## src/xeu_pkg.sv

```systemverilog
// ----------------------------------------------------------------------------
// XML entity decoder package
// Payload types, entity table and sizes shared by the decoder files.
// ----------------------------------------------------------------------------
package xeu_pkg;

	localparam int HOLD_DEPTH = 5;          // longest proper entity prefix
	localparam int MAX_RES    = 6;          // held bytes plus one
	localparam int NUM_ENT    = 5;
	localparam int ENT_MAXLEN = 6;
	localparam int CNT_W      = 3;          // holds 0..MAX_RES

	localparam logic [7:0] CH_AMP = 8'h26;
	localparam logic [7:0] CH_LT  = 8'h3c;
	localparam logic [7:0] CH_GT  = 8'h3e;

	// &quot; &apos; &lt; &gt; &amp; (short ones padded)
	localparam logic [7:0] ENT_TEXT [NUM_ENT][ENT_MAXLEN] = '{
		'{8'h26, 8'h71, 8'h75, 8'h6f, 8'h74, 8'h3b},
		'{8'h26, 8'h61, 8'h70, 8'h6f, 8'h73, 8'h3b},
		'{8'h26, 8'h6c, 8'h74, 8'h3b, 8'h00, 8'h00},
		'{8'h26, 8'h67, 8'h74, 8'h3b, 8'h00, 8'h00},
		'{8'h26, 8'h61, 8'h6d, 8'h70, 8'h3b, 8'h00}
	};
	localparam logic [CNT_W-1:0] ENT_LEN [NUM_ENT] = '{3'd6, 3'd6, 3'd4, 3'd4, 3'd5};
	localparam logic [7:0] ENT_CHAR [NUM_ENT] = '{8'h22, 8'h27, 8'h3c, 8'h3e, 8'h26};

	typedef struct packed {
		logic [7:0] in_byte;
		logic       in_last;
	} in_t;

	typedef struct packed {
		logic [7:0] out_byte;
		logic       out_last;
		logic       bad_sequence;
	} out_t;

	// state update and result count from one decode step
	typedef struct packed {
		logic [CNT_W-1:0] res_cnt;
		logic             mb_we;
		logic [2:0]       mb_idx;
		logic [7:0]       mb_wdata;
		logic [CNT_W-1:0] mc_next;
		logic             drop_next;
	} step_ctl_t;

endpackage

```

## src/xeu_step.sv

```systemverilog
// ----------------------------------------------------------------------------
// XML entity decoder: step logic
// Matches one byte against the held partial entity and builds the results.
// ----------------------------------------------------------------------------
module xeu_step (
	input  logic [7:0]                  c,
	input  logic                        last,
	input  logic                        strict,
	input  logic                        drop,
	input  logic [xeu_pkg::CNT_W-1:0]   mc,
	input  logic [7:0]                  mb [xeu_pkg::HOLD_DEPTH],
	output xeu_pkg::step_ctl_t          ctl,
	output xeu_pkg::out_t               res [xeu_pkg::MAX_RES]
);

	logic [xeu_pkg::CNT_W-1:0] n;
	logic [xeu_pkg::CNT_W-1:0] n1;
	logic [7:0]                cand [xeu_pkg::ENT_MAXLEN];
	logic [xeu_pkg::NUM_ENT-1:0] pm;
	logic [xeu_pkg::NUM_ENT-1:0] full;
	logic [7:0]                ch;
	logic [xeu_pkg::CNT_W-1:0] p;
	xeu_pkg::out_t             tail;
	logic                      tail_v;
	logic                      fresh;

	always_comb begin
		n  = (mc > xeu_pkg::CNT_W'(xeu_pkg::HOLD_DEPTH)) ? '0 : mc;
		n1 = n + xeu_pkg::CNT_W'(1);
		for (int i = 0; i < xeu_pkg::ENT_MAXLEN; i++)
			cand[i] = c;
		for (int i = 0; i < xeu_pkg::HOLD_DEPTH; i++) begin
			if (xeu_pkg::CNT_W'(i) < n)
				cand[i] = mb[i];
		end
		ch = '0;
		for (int e = 0; e < xeu_pkg::NUM_ENT; e++) begin
			pm[e] = (n1 <= xeu_pkg::ENT_LEN[e]);
			for (int i = 0; i < xeu_pkg::ENT_MAXLEN; i++) begin
				if (xeu_pkg::CNT_W'(i) <= n && cand[i] != xeu_pkg::ENT_TEXT[e][i])
					pm[e] = 1'b0;
			end
			full[e] = pm[e] && (n1 == xeu_pkg::ENT_LEN[e]);
			if (full[e])
				ch = xeu_pkg::ENT_CHAR[e];
		end
	end

	always_comb begin
		p             = '0;
		tail          = '0;
		tail_v        = 1'b0;
		fresh         = 1'b0;
		ctl.mb_we     = 1'b0;
		ctl.mb_idx    = n;
		ctl.mb_wdata  = c;
		ctl.mc_next   = n;
		ctl.drop_next = 1'b0;

		if (drop) begin
			ctl.drop_next = !last;
		end else if (n != '0) begin
			if (|full) begin
				tail        = '{out_byte: ch, out_last: last, bad_sequence: 1'b0};
				tail_v      = 1'b1;
				ctl.mc_next = '0;
			end else if (|pm && n < xeu_pkg::CNT_W'(xeu_pkg::HOLD_DEPTH)) begin
				ctl.mb_we   = 1'b1;
				ctl.mc_next = n1;
				if (last) begin
					ctl.mc_next = '0;
					tail_v      = 1'b1;
					if (strict) begin
						tail = '{out_byte: 8'h00, out_last: 1'b1, bad_sequence: 1'b1};
					end else begin
						p    = n;
						tail = '{out_byte: c, out_last: 1'b1, bad_sequence: 1'b0};
					end
				end
			end else if (strict) begin
				tail          = '{out_byte: 8'h00, out_last: 1'b1, bad_sequence: 1'b1};
				tail_v        = 1'b1;
				ctl.mc_next   = '0;
				ctl.drop_next = !last;
			end else begin
				p           = n;
				ctl.mc_next = '0;
				fresh       = 1'b1;
			end
		end else begin
			fresh = 1'b1;
		end

		// current byte taken afresh
		if (fresh) begin
			if (c == xeu_pkg::CH_AMP) begin
				ctl.mb_we   = 1'b1;
				ctl.mb_idx  = '0;
				ctl.mc_next = 3'd1;
				if (last) begin
					ctl.mc_next = '0;
					tail_v      = 1'b1;
					if (strict) begin
						tail = '{out_byte: 8'h00, out_last: 1'b1, bad_sequence: 1'b1};
					end else begin
						tail = '{out_byte: c, out_last: 1'b1, bad_sequence: 1'b0};
					end
				end
			end else if (strict && (c == xeu_pkg::CH_LT || c == xeu_pkg::CH_GT)) begin
				tail          = '{out_byte: 8'h00, out_last: 1'b1, bad_sequence: 1'b1};
				tail_v        = 1'b1;
				ctl.mc_next   = '0;
				ctl.drop_next = !last;
			end else begin
				tail   = '{out_byte: c, out_last: last, bad_sequence: 1'b0};
				tail_v = 1'b1;
			end
		end

		ctl.res_cnt = p + xeu_pkg::CNT_W'(tail_v);
	end

	always_comb begin
		for (int i = 0; i < xeu_pkg::HOLD_DEPTH; i++) begin
			if (xeu_pkg::CNT_W'(i) < p) begin
				res[i] = '{out_byte: mb[i], out_last: 1'b0, bad_sequence: 1'b0};
			end else begin
				res[i] = tail;
			end
		end
		res[xeu_pkg::MAX_RES-1] = tail;
	end

endmodule

```

## src/xml_entity_unescape.sv

```systemverilog
// ----------------------------------------------------------------------------
// XML entity decoder, top level
// Streams bytes through and replaces the five predefined XML entities.
// ----------------------------------------------------------------------------
// Usage:
//   in_*  : one request per byte, in_last on the final byte of a message.
//   out_* : decoded bytes; bad_sequence marks the single error result that
//           closes an aborted message in strict mode.
//   cfg_* : strict_mode, written while the block is idle.
// An accepted request is registered in the input stage, and its results are
// then registered in the result queue. Plain text, with at most one result per
// byte, runs at a byte per cycle while out_stall is low. A failed partial entity
// releases up to six results from a six-entry result queue; the next byte waits
// in the input stage until the queue is down to its last entry.
// When out_stall is high the queue holds, the input stage fills and in_stall
// rises; nothing is lost. Reset clears the held entity, the drop flag, the
// queue and strict_mode.
// ----------------------------------------------------------------------------
module xml_entity_unescape (
	input  logic          clk,
	input  logic          arst_n,
	input  logic          in_valid,
	output logic          in_stall,
	input  xeu_pkg::in_t  in_data,
	output logic          out_valid,
	input  logic          out_stall,
	output xeu_pkg::out_t out_data,
	input  logic          cfg_we,
	input  logic          cfg_wdata
);

	logic                      strict_q;
	logic                      vld_s1;
	xeu_pkg::in_t              in_s1;
	logic [xeu_pkg::CNT_W-1:0] mc_q;
	logic                      drop_q;
	logic [7:0]                mb_q [xeu_pkg::HOLD_DEPTH];
	xeu_pkg::out_t             rq_q [xeu_pkg::MAX_RES];
	logic [xeu_pkg::CNT_W-1:0] rq_cnt_q;

	xeu_pkg::step_ctl_t        ctl;
	xeu_pkg::out_t             res [xeu_pkg::MAX_RES];
	logic                      pop;
	logic                      load;
	logic                      accept;

	xeu_step u_step (
		.c      (in_s1.in_byte),
		.last   (in_s1.in_last),
		.strict (strict_q),
		.drop   (drop_q),
		.mc     (mc_q),
		.mb     (mb_q),
		.ctl    (ctl),
		.res    (res)
	);

	assign out_valid = (rq_cnt_q != '0);
	assign out_data  = rq_q[0];
	assign pop       = out_valid && !out_stall;
	// queue takes a new batch once its last entry leaves
	assign load      = vld_s1 && ((rq_cnt_q == '0) || (rq_cnt_q == 3'd1 && pop));
	assign in_stall  = vld_s1 && !load;
	assign accept    = in_valid && !in_stall;

	always_ff @(posedge clk or negedge arst_n) begin
		if (!arst_n) begin
			strict_q <= 1'b0;
		end else if (cfg_we) begin
			strict_q <= cfg_wdata;
		end
	end

	always_ff @(posedge clk or negedge arst_n) begin
		if (!arst_n) begin
			vld_s1 <= 1'b0;
		end else if (accept) begin
			vld_s1 <= 1'b1;
		end else if (load) begin
			vld_s1 <= 1'b0;
		end
	end

	always_ff @(posedge clk) begin
		if (accept)
			in_s1 <= in_data;
	end

	always_ff @(posedge clk or negedge arst_n) begin
		if (!arst_n) begin
			mc_q   <= '0;
			drop_q <= 1'b0;
		end else if (load) begin
			mc_q   <= ctl.mc_next;
			drop_q <= ctl.drop_next;
		end
	end

	always_ff @(posedge clk) begin
		if (load && ctl.mb_we)
			mb_q[ctl.mb_idx] <= ctl.mb_wdata;
	end

	always_ff @(posedge clk or negedge arst_n) begin
		if (!arst_n) begin
			rq_cnt_q <= '0;
		end else if (load) begin
			rq_cnt_q <= ctl.res_cnt;
		end else if (pop) begin
			rq_cnt_q <= rq_cnt_q - xeu_pkg::CNT_W'(1);
		end
	end

	always_ff @(posedge clk) begin
		if (load) begin
			rq_q <= res;
		end else if (pop) begin
			for (int i = 0; i < xeu_pkg::MAX_RES - 1; i++)
				rq_q[i] <= rq_q[i+1];
		end
	end

endmodule

```

## config.mk

```make
export PLATFORM = sky130hd
export DESIGN_NAME = xml_entity_unescape
export DESIGN_NICKNAME = d
export VERILOG_FILES = /design/src/xeu_pkg.sv /design/src/xeu_step.sv /design/src/xml_entity_unescape.sv
export SDC_FILE = /design/constraint.sdc
export NUM_CORES = 1
export LEC_CHECK = 0
export BUFFER_PORTS_ARGS = -buffer_cell sky130_fd_sc_hd__buf_2
export CORE_MARGIN = 2
export CORE_UTILIZATION = 50
export DETAILED_ROUTE_END_ITERATION = 7
export PLACE_DENSITY = 0.67
export SYNTH_ARGS = -nofsm -noshare
export SYNTH_HDL_FRONTEND = slang
export SYNTH_SLANG_ARGS = --single-unit
```

## constraint.sdc

```tcl
create_clock -name clk -period 9.03 [get_ports clk]
set_input_delay 1.806 -clock clk [delete_from_list [all_inputs] [get_ports clk]]
set_output_delay 1.806 -clock clk [all_outputs]
set_load 0.02 [all_outputs]
```

==> results.md, run 1 <==
- The run finished with clean final reports.
- The met2 wirelength from detailed routing is 8.62 mm.
- The cell sitting at the root of the clock tree is a sky130_fd_sc_hd__clkbuf_16.
- The count of nets left with antenna violations after detail routing is 0.
- The total via count after detailed routing is 5303.
- The die covers 14500 um2.
- The largest net degree at the start of global routing is 66.
- The synthesized area per cell is 11.0 um2.
- In this run the vertical extent of the chip is 120 um.
- By startpoint and endpoint, the worst setup path is classified as flop to flop.
- Clock-pin slew was measured on the worst setup and hold paths at 60 ps.
- For the finished layout, the period the worst path requires is 5500 ps.
- The number of warnings issued by yosys is 0.
- The path class of the lowest-slack min-delay path is flop to flop.
- The met1 wire length is 7.78 mm.
- After layout, the worst path uses 60.9% of the clock period.
- The routed design has 18.9 mm of wire.
- The layout net count is 639.
- The CTS tree is yes.
- For this run the aggregate overflow at the end of global routing stands at 0.
- The net count after synthesis is 637.
- The detailed router finished its first iteration with 632 violations.
- The synthesized-area fraction occupied by ao, oa, aoi and oai cells is 19.1%.
- The initial cell density of the core is 51.2%.
- Summing the areas of all xor and xnor instances in the mapped netlist gives 1.13% of the synthesized area.
- The library cell used most frequently in the layout, excluding fill and tap cells, is sky130_fd_sc_hd__edfxtp_1.
- The total half-perimeter wirelength after legalization and detailed placement is 13.4 mm.
- Max-cap violations in this run came to 0.
- The filler cells instantiated in the layout total 1131.
- The share of total power dissipated in the clock network is 26.4%.
- The core area is 13200 um2.
- The max-slew violation total from the final report is 0.
- The mux share of post-synthesis cell area is 1.77%.
- For this run, asynchronously set or reset flops after synthesis account for 7.63%.
- The most common flop cell mapped by yosys is sky130_fd_sc_hd__edfxtp_1.
- Setup repair after global routing left no endpoint under its margin.
- The number of cell rows is 42.
- In the final routed layout, each cell accounts on average for 23.5 um.
- Global routing used 27.2% of the available tracks across all layers.
- On the final layout, the worst clock skew is 5.58 ps.
- The count of final setup violators is 0.
- The count of cells in the finished layout, fillers not included, comes to 806.
- In this run the number of H-tree levels came out at 4.
- The met3 routed wirelength is 1.98 mm.
- The number of global-route vias before repair came to 5066.
- In the layout the commonest cells are 109 x sky130_fd_sc_hd__edfxtp_1, 58 x sky130_fd_sc_hd__nand2_1, 52 x sky130_fd_sc_hd__nor2_1, 26 x sky130_fd_sc_hd__buf_2, 23 x sky130_fd_sc_hd__inv_1.
- The gate count after technology mapping is 615.
- The weighted congestion at the end of routability-driven global placement is 1.03.
- The combinational share of power is 33.5%.
- The area growth from synthesis to layout is 10.0%.
- The wire length of the first global-routing pass is 29.2 mm.
- The number of cells in the design after placement is 774.
- Pin placement for this block handled 27 I/O pins.
- The worst IR drop on VDD is 0.193 mV.
- In this run, synthesis produced a sequential element count of 118.
- Of the total power, registers draw 40.1%.
- The design draws 2470 uW.
- The antenna cell count is 0.
- The number of buffers inserted to repair setup after CTS is 0.
- After clock tree synthesis, the flow added hold-fix buffers numbering 0.
- The later pin in the worst-skew pair is clocked with a latency of 420 ps.
- The static leakage power is 0.00265 uW.
- After synthesis, the largest family of logic cells by area is simple AND/OR/NAND/NOR gates.
- STA classifies the critical path endpoint as a flop.
- The internal cell power is 1550 uW.
- Clock tree synthesis found a total of 118 sinks.
- The headroom to the max-slew limit is 15.0%.
- After Yosys synthesis, and, or, nand and nor cells account for 19.5% of the synthesized area.
- The critical-path maximum fanout is 27.
- The maximum buffer depth of the clock tree is 2.
- STA puts the critical path data arrival time at 5530 ps.
- The fraction of layout cells with a size suffix above 1 is 16.3%.
- The switching power summed over all nets is 923 uW.
- The synthesized-area fraction occupied by adder cells is 1.29%.
- Of the synthesized area, sequential elements account for 51.6%.
- The number of distinct library cells after synthesis is 93.
- In this run, post-CTS repair resized a total of 0 instances.
- The count of input and output buffers is 26.
- The transition time at the pin with the least slew margin is 1270 ps.
- The number of buffers created by CTS is 17.
- The synthesized area is 6780 um2.
- The worst slack at placement is 3680 ps.
- Net switching is 37.4% of the power.
- The power density over cell area is 331 nW/um2.
- In the routed design, unresolved DRC markers number 0.
- Setup total negative slack on the finished layout was measured at 0 ps.
- The number of antenna violations at the first check in global routing is 0.
- The worst endpoint required time is 9060 ps.
- The post-layout worst setup margin is 3530 ps.
- The highest metal layer carrying signal wires in the routed design is met4.
- The number of hold-slack violations in the final timing report is 0.
- The horizontal extent of the die is 120 um.
- The count of flip-flops with a built-in enable after synthesis is 109.
- The startpoint type of the worst setup path is a flop.
- The first detailed-routing pass ran for 5 iterations.
- The peak clock frequency supported by timing is 182 MHz.
- In the routed layout, each cell is associated on average with a via count of 6.58.
==> Yosys cell counts, drive strengths merged (9+ instances only) <==
library cell	count	area share, %
edfxtp	109	48
nand2	61	3.5
nor2	52	2.9
buf	32	3.3
inv	24	1.3
a21oi	23	1.8
nor3	23	1.9
o31ai	19	2.2
clkbuf	16	0.89
and3	15	1.4
o21ai	15	1.1
and2	14	1.3
a211oi	13	1.8
a31oi	13	1.4
nand2b	13	1.2
a221oi	9	1.3
dfrtp	9	3.3
==> logic make-up after synthesis <==
logic type,Yosys count
AND/OR/NAND/NOR,243
AO/OA/AOI/OAI,157
flip-flops,118
buffers and inverters,72
multiplexers,11
XOR/XNOR,7
adder cells (fa/ha/maj),7
==> stage by stage <==
step / utilization [%] / instance area, um2 / hold WS [ps]
6_report: 56.3 / 7460 / 523
4_1_cts: 56.3 / 7460 / 526
2_1_floorplan: - / 6780 / 492
3_3_place_gp: 52.0 / 6880 / 494
5_1_grt: 56.3 / 7460 / 550
3_5_place_dp: 52.0 / 6890 / 511
==> cell type report <==
type	count	area, um2	area share [%]
clock inverters	15	144	1.93
flip-flops and latches	118	3500	46.9
clock buffers	17	425	5.71
well taps	176	220	2.95
repair buffers	31	168	2.25
multi-input cells	425	2910	39.0
inverters	24	90.1	1.21
==> power by group through the flow <==
stage          Sequential [uW]  Clock, uW  Combinational [uW]
4_1_cts                    988        659                 824
3_3_place_gp               992          0                 802
6_report                   989        652                 828
5_1_grt                   1010        680                 910
2_1_floorplan              935          0                 672
3_5_place_dp               996          0                 819
==> worst paths after layout <==
kind / startpoint / endpoint / slack, ps / cells after the start
max: mc_q[2] / mb_q[26] / 3530 / 11
min: rq_q[10] / rq_q[20] / 520 / 2
max reg2reg: mc_q[2] / mb_q[26] / 3530 / 11
min reg2reg: rq_q[10] / rq_q[20] / 520 / 2
max in group asynchronous: arst_n / drop_q / 7610 / 1
min in group asynchronous: arst_n / strict_q / 1230 / 1
==> metal layers <==
metal	vias to the layer above	track usage [%]
li1	2371	-
met3	46	7.74
met1	2575	37.5
met2	311	40.7
met4	0	10.5
met5	-	0
==> critical path: stages (launching register included) <==
cell	delay, ps
sky130_fd_sc_hd__dfrtp_1	900
sky130_fd_sc_hd__nor2b_1	750
sky130_fd_sc_hd__mux2_2	440
sky130_fd_sc_hd__o41ai_1	560
sky130_fd_sc_hd__nand3_1	140
sky130_fd_sc_hd__nor3_1	270
sky130_fd_sc_hd__a22oi_2	170
sky130_fd_sc_hd__a21oi_1	180
sky130_fd_sc_hd__buf_4	230
sky130_fd_sc_hd__and2_1	280
sky130_fd_sc_hd__nand2_1	160
sky130_fd_sc_hd__nor3_1	1020
==> flip-flops by register name (all words and copies together), names as in the netlist <==
| signal | count |
|---|---|
| out_data | 10 |
| mb_q | 40 |
| vld_s1 | 1 |
| drop_q | 1 |
| strict_q | 1 |
| rq_q | 50 |
| mc_q | 3 |
| rq_cnt_q | 3 |
| in_s1 | 9 |
(Power assumes the default switching activity.)
==> run 2, diff against run 1 <==
Settings changed: PLACE_DENSITY 0.67 to 0.69.
Clock period 9.03 ns to 4.41 ns, I/O delays scaled along.
==> run 2 against run 1 <==
  * Sequential power rose by 98%
  * Design area rose by 4.2%
  * Sequential share of layout area fell by 1.9 points
  * Combinational power rose by 130%
  * Via count rose by 3.8%
  * Non-clock buffer count rose by 39
  * Critical path type unchanged
  * Core utilization rose by 2.4 points
  * Worst hold slack got worse by 210 ps
==> results.md, run 2 (same netlist as run 1, synthesis figures left out) <==
- The flip-flop count of the largest register, all copies and words added is 50.
- The pre-antenna-repair detailed-routing pass consisted of 5 iterations.
- The worst setup path is captured at a flop.
- The number of hold-slack violations in the final timing report came to 0.
- In the layout the commonest cells are 109 x sky130_fd_sc_hd__edfxtp_1, 58 x sky130_fd_sc_hd__nand2_1, 52 x sky130_fd_sc_hd__nor2_1, 43 x sky130_fd_sc_hd__buf_4, 26 x sky130_fd_sc_hd__buf_2.
- The headroom to the max-slew limit is 39.1%.
- The count of nets left with antenna violations after detail routing is 0.
- The largest single stage delay on the critical path is 520 ps.
- The antenna cell count is 0.
- Across all layers, the routed design uses 5504 vias.
- The standard cell with the maximum stage delay on the critical path is sky130_fd_sc_hd__a211oi_1.
- The analysis attributes to cell leakage a power of 0.00287 uW.
- The flow ran to the end, and the final reports show no timing, DRC or antenna violations.
- The hold buffer count at cts is 0.
- Counting the fill cells in the layout gives 1139.
- The number of buffers created by CTS is 17.
- The total die area is 14500 um2.
- Leaving out fill and tap cells, the most frequent cell in the layout is sky130_fd_sc_hd__edfxtp_1.
- The core area is 13200 um2.
- Power spread over the standard cell area amounts to 671 nW/um2.
- STA puts the critical path data arrival time at 4400 ps.
- For this run, the top clock speed supported by timing is 235 MHz.
- The horizontal extent of the die is 120 um.
- The number of antenna violations at the first check in global routing is 0.
- The multi-input gate area in the final layout is 2910 um2.
- The number of buffers and inverters on the critical path is 3.
- The post-route netlist has 20.9% of its cells at a drive strength greater than 1.
- The number of clock sinks seen by CTS is 118.
- TritonCTS built the clock tree.
- For this run, design rule violations remaining after detail routing come to 0.
- The worst setup path is launched from a flop.
- The number of placed instances, taps included, is 813.
- The cell type group with the largest total delay on the critical path is compound AO/OA/AOI/OAI gates.
- The transition time at the pin with the least slew margin is 907 ps.
- Subtracting the final worst setup slack from the clock period gives 4250 ps.
- Global routing used 28.6% of the available tracks across all layers.
- The post-detailed-route via-to-cell ratio is 6.51.
- The wire length of the first global-routing pass is 30.5 mm.
- For this block, the routed nets add up to 20.0 mm of wire.
- After the flow finishes, the layout carries non-filler instances totaling 845.
- The largest net degree at the start of global routing is 62.
- In this run the deepest clock path goes through 2 buffers.
- The detailed router's first-iteration violation count is 759.
- The critical path is of the flop to flop type.
- The post-route fraction of the period consumed by the critical path is 96.4%.
- The clock arrives with 8.01 ps of skew.
- The aggregate negative setup slack is 0 ps.
- The path class of the tightest hold or removal check is input pin to async pin.
- The clock tree synthesis step divided the H-tree into 4 levels.
- The congestion estimate from routability-driven global placement came to 1.03.
- The largest register by flop count is rq_q.
- The max-slew violation total from the final report came to 0.
- Setup repair after global routing left no endpoint under its margin.
- The worst IR drop on VDD is 0.346 mV.
- The register area is 3500 um2.
- The initial cell density of the core is 51.2%.
- After clock tree synthesis, the clock-pin slew on the worst setup and hold paths is 60 ps.
- Counting stages on the worst path, the most repeated cell is sky130_fd_sc_hd__buf_4.
- The signal on the critical path passes through buf_4 -> nor2b_1 -> buf_4 -> mux2_2 -> o41ai_2 -> nand4_2 -> a21oi_2 -> a22oi_2 -> a211oi_1 -> nor2_1 -> buf_4 -> a31oi_1 -> o31ai_1.
- The number of global-route vias before repair is 5167.
- The source-to-sink clock delay at the later pin of the worst-skew pair is 420 ps.
- The layout net count is 678.
- In this run the core area contains 42 standard-cell rows.
- After global routing the overflow that remains totals 0.
- The area growth from synthesis to layout is 14.7%.
- During I/O placement, the number of pins put on the boundary was 27.
- The max-cap violation count is 0.
- In this run the worst path has a maximum fanout of 24.
- The vertical die dimension is 120 um.
- The worst endpoint required time is 4560 ps.
- In this run the tool buffered the top-level ports with 26 buffer cells.
- After layout, the design draws a total of 5210 uW.
- Clock tree synthesis selected as its root buffer the cell sky130_fd_sc_hd__clkbuf_16.
- The count of final setup violators is 0.
- The routed wire length per instance is 23.7 um.
- The HPWL after detailed placement is 14.5 mm.
- The number of buffers inserted to repair setup after CTS is 0.
-- run 2: cell count changes in the layout (fill, tap and decap cells not counted), sizes merged --
cell      delta
buf         +39
bufinv       +1
clkbuf       +1
clkinv       +4
clkinvlp     -4
inv          -2
-- run 2: area by class of cell --
type,instances,share of cell area [%]
timing repair buffer,70,6.09
multi-input combinational,425,37.5
sequential,118,45.0
tap,176,2.83
clock inverter,14,1.90
inverter,24,1.16
clock buffer,18,5.52
-- run 2: path summary, 6_finish.rpt --
kind,from,endpoint,slack (ps),cells after the start
worst max register to register,mc_q[2],rq_q[24],160,13
worst min-delay path,arst_n,strict_q,310,1
max in group asynchronous,arst_n,mc_q[2],3900,1
worst min register to register,strict_q,strict_q,530,1
min in group clk,strict_q,strict_q,530,1
worst max-delay path,mc_q[2],rq_q[24],160,13
-- run 2: power by group --
group	internal, uW	switching (uW)	total, uW
combinational	641	1250	1890
clock	836	533	1370
sequential	1810	146	1960
total	3290	1930	5210
-- run 2: through the flow --
step,worst slack [ps],utilization [%],hold slack [ps],cell area (um2)
2_1_floorplan,406,-,492,6780
3_3_place_gp,228,54.3,499,7190
3_5_place_dp,247,54.3,503,7190
4_1_cts,239,58.6,309,7760
5_1_grt,23.6,58.7,314,7770
6_report,161,58.7,310,7770
-- run 2: timing repair --
item | in CTS | in global routing
hold endpoints to repair | 0 | 0
endpoints found under the setup margin | 0 | 8
resized for setup | 0 | 1
-- run 2: per-layer routing --
layer  global-route usage [%]  share of wire, %  up-vias
met5                        0                 0        -
met4                     11.6               3.4        0
met3                     6.27               9.2       49
met2                     43.6                46      326
met1                     39.6                42     2680
li1                         -                 -     2449
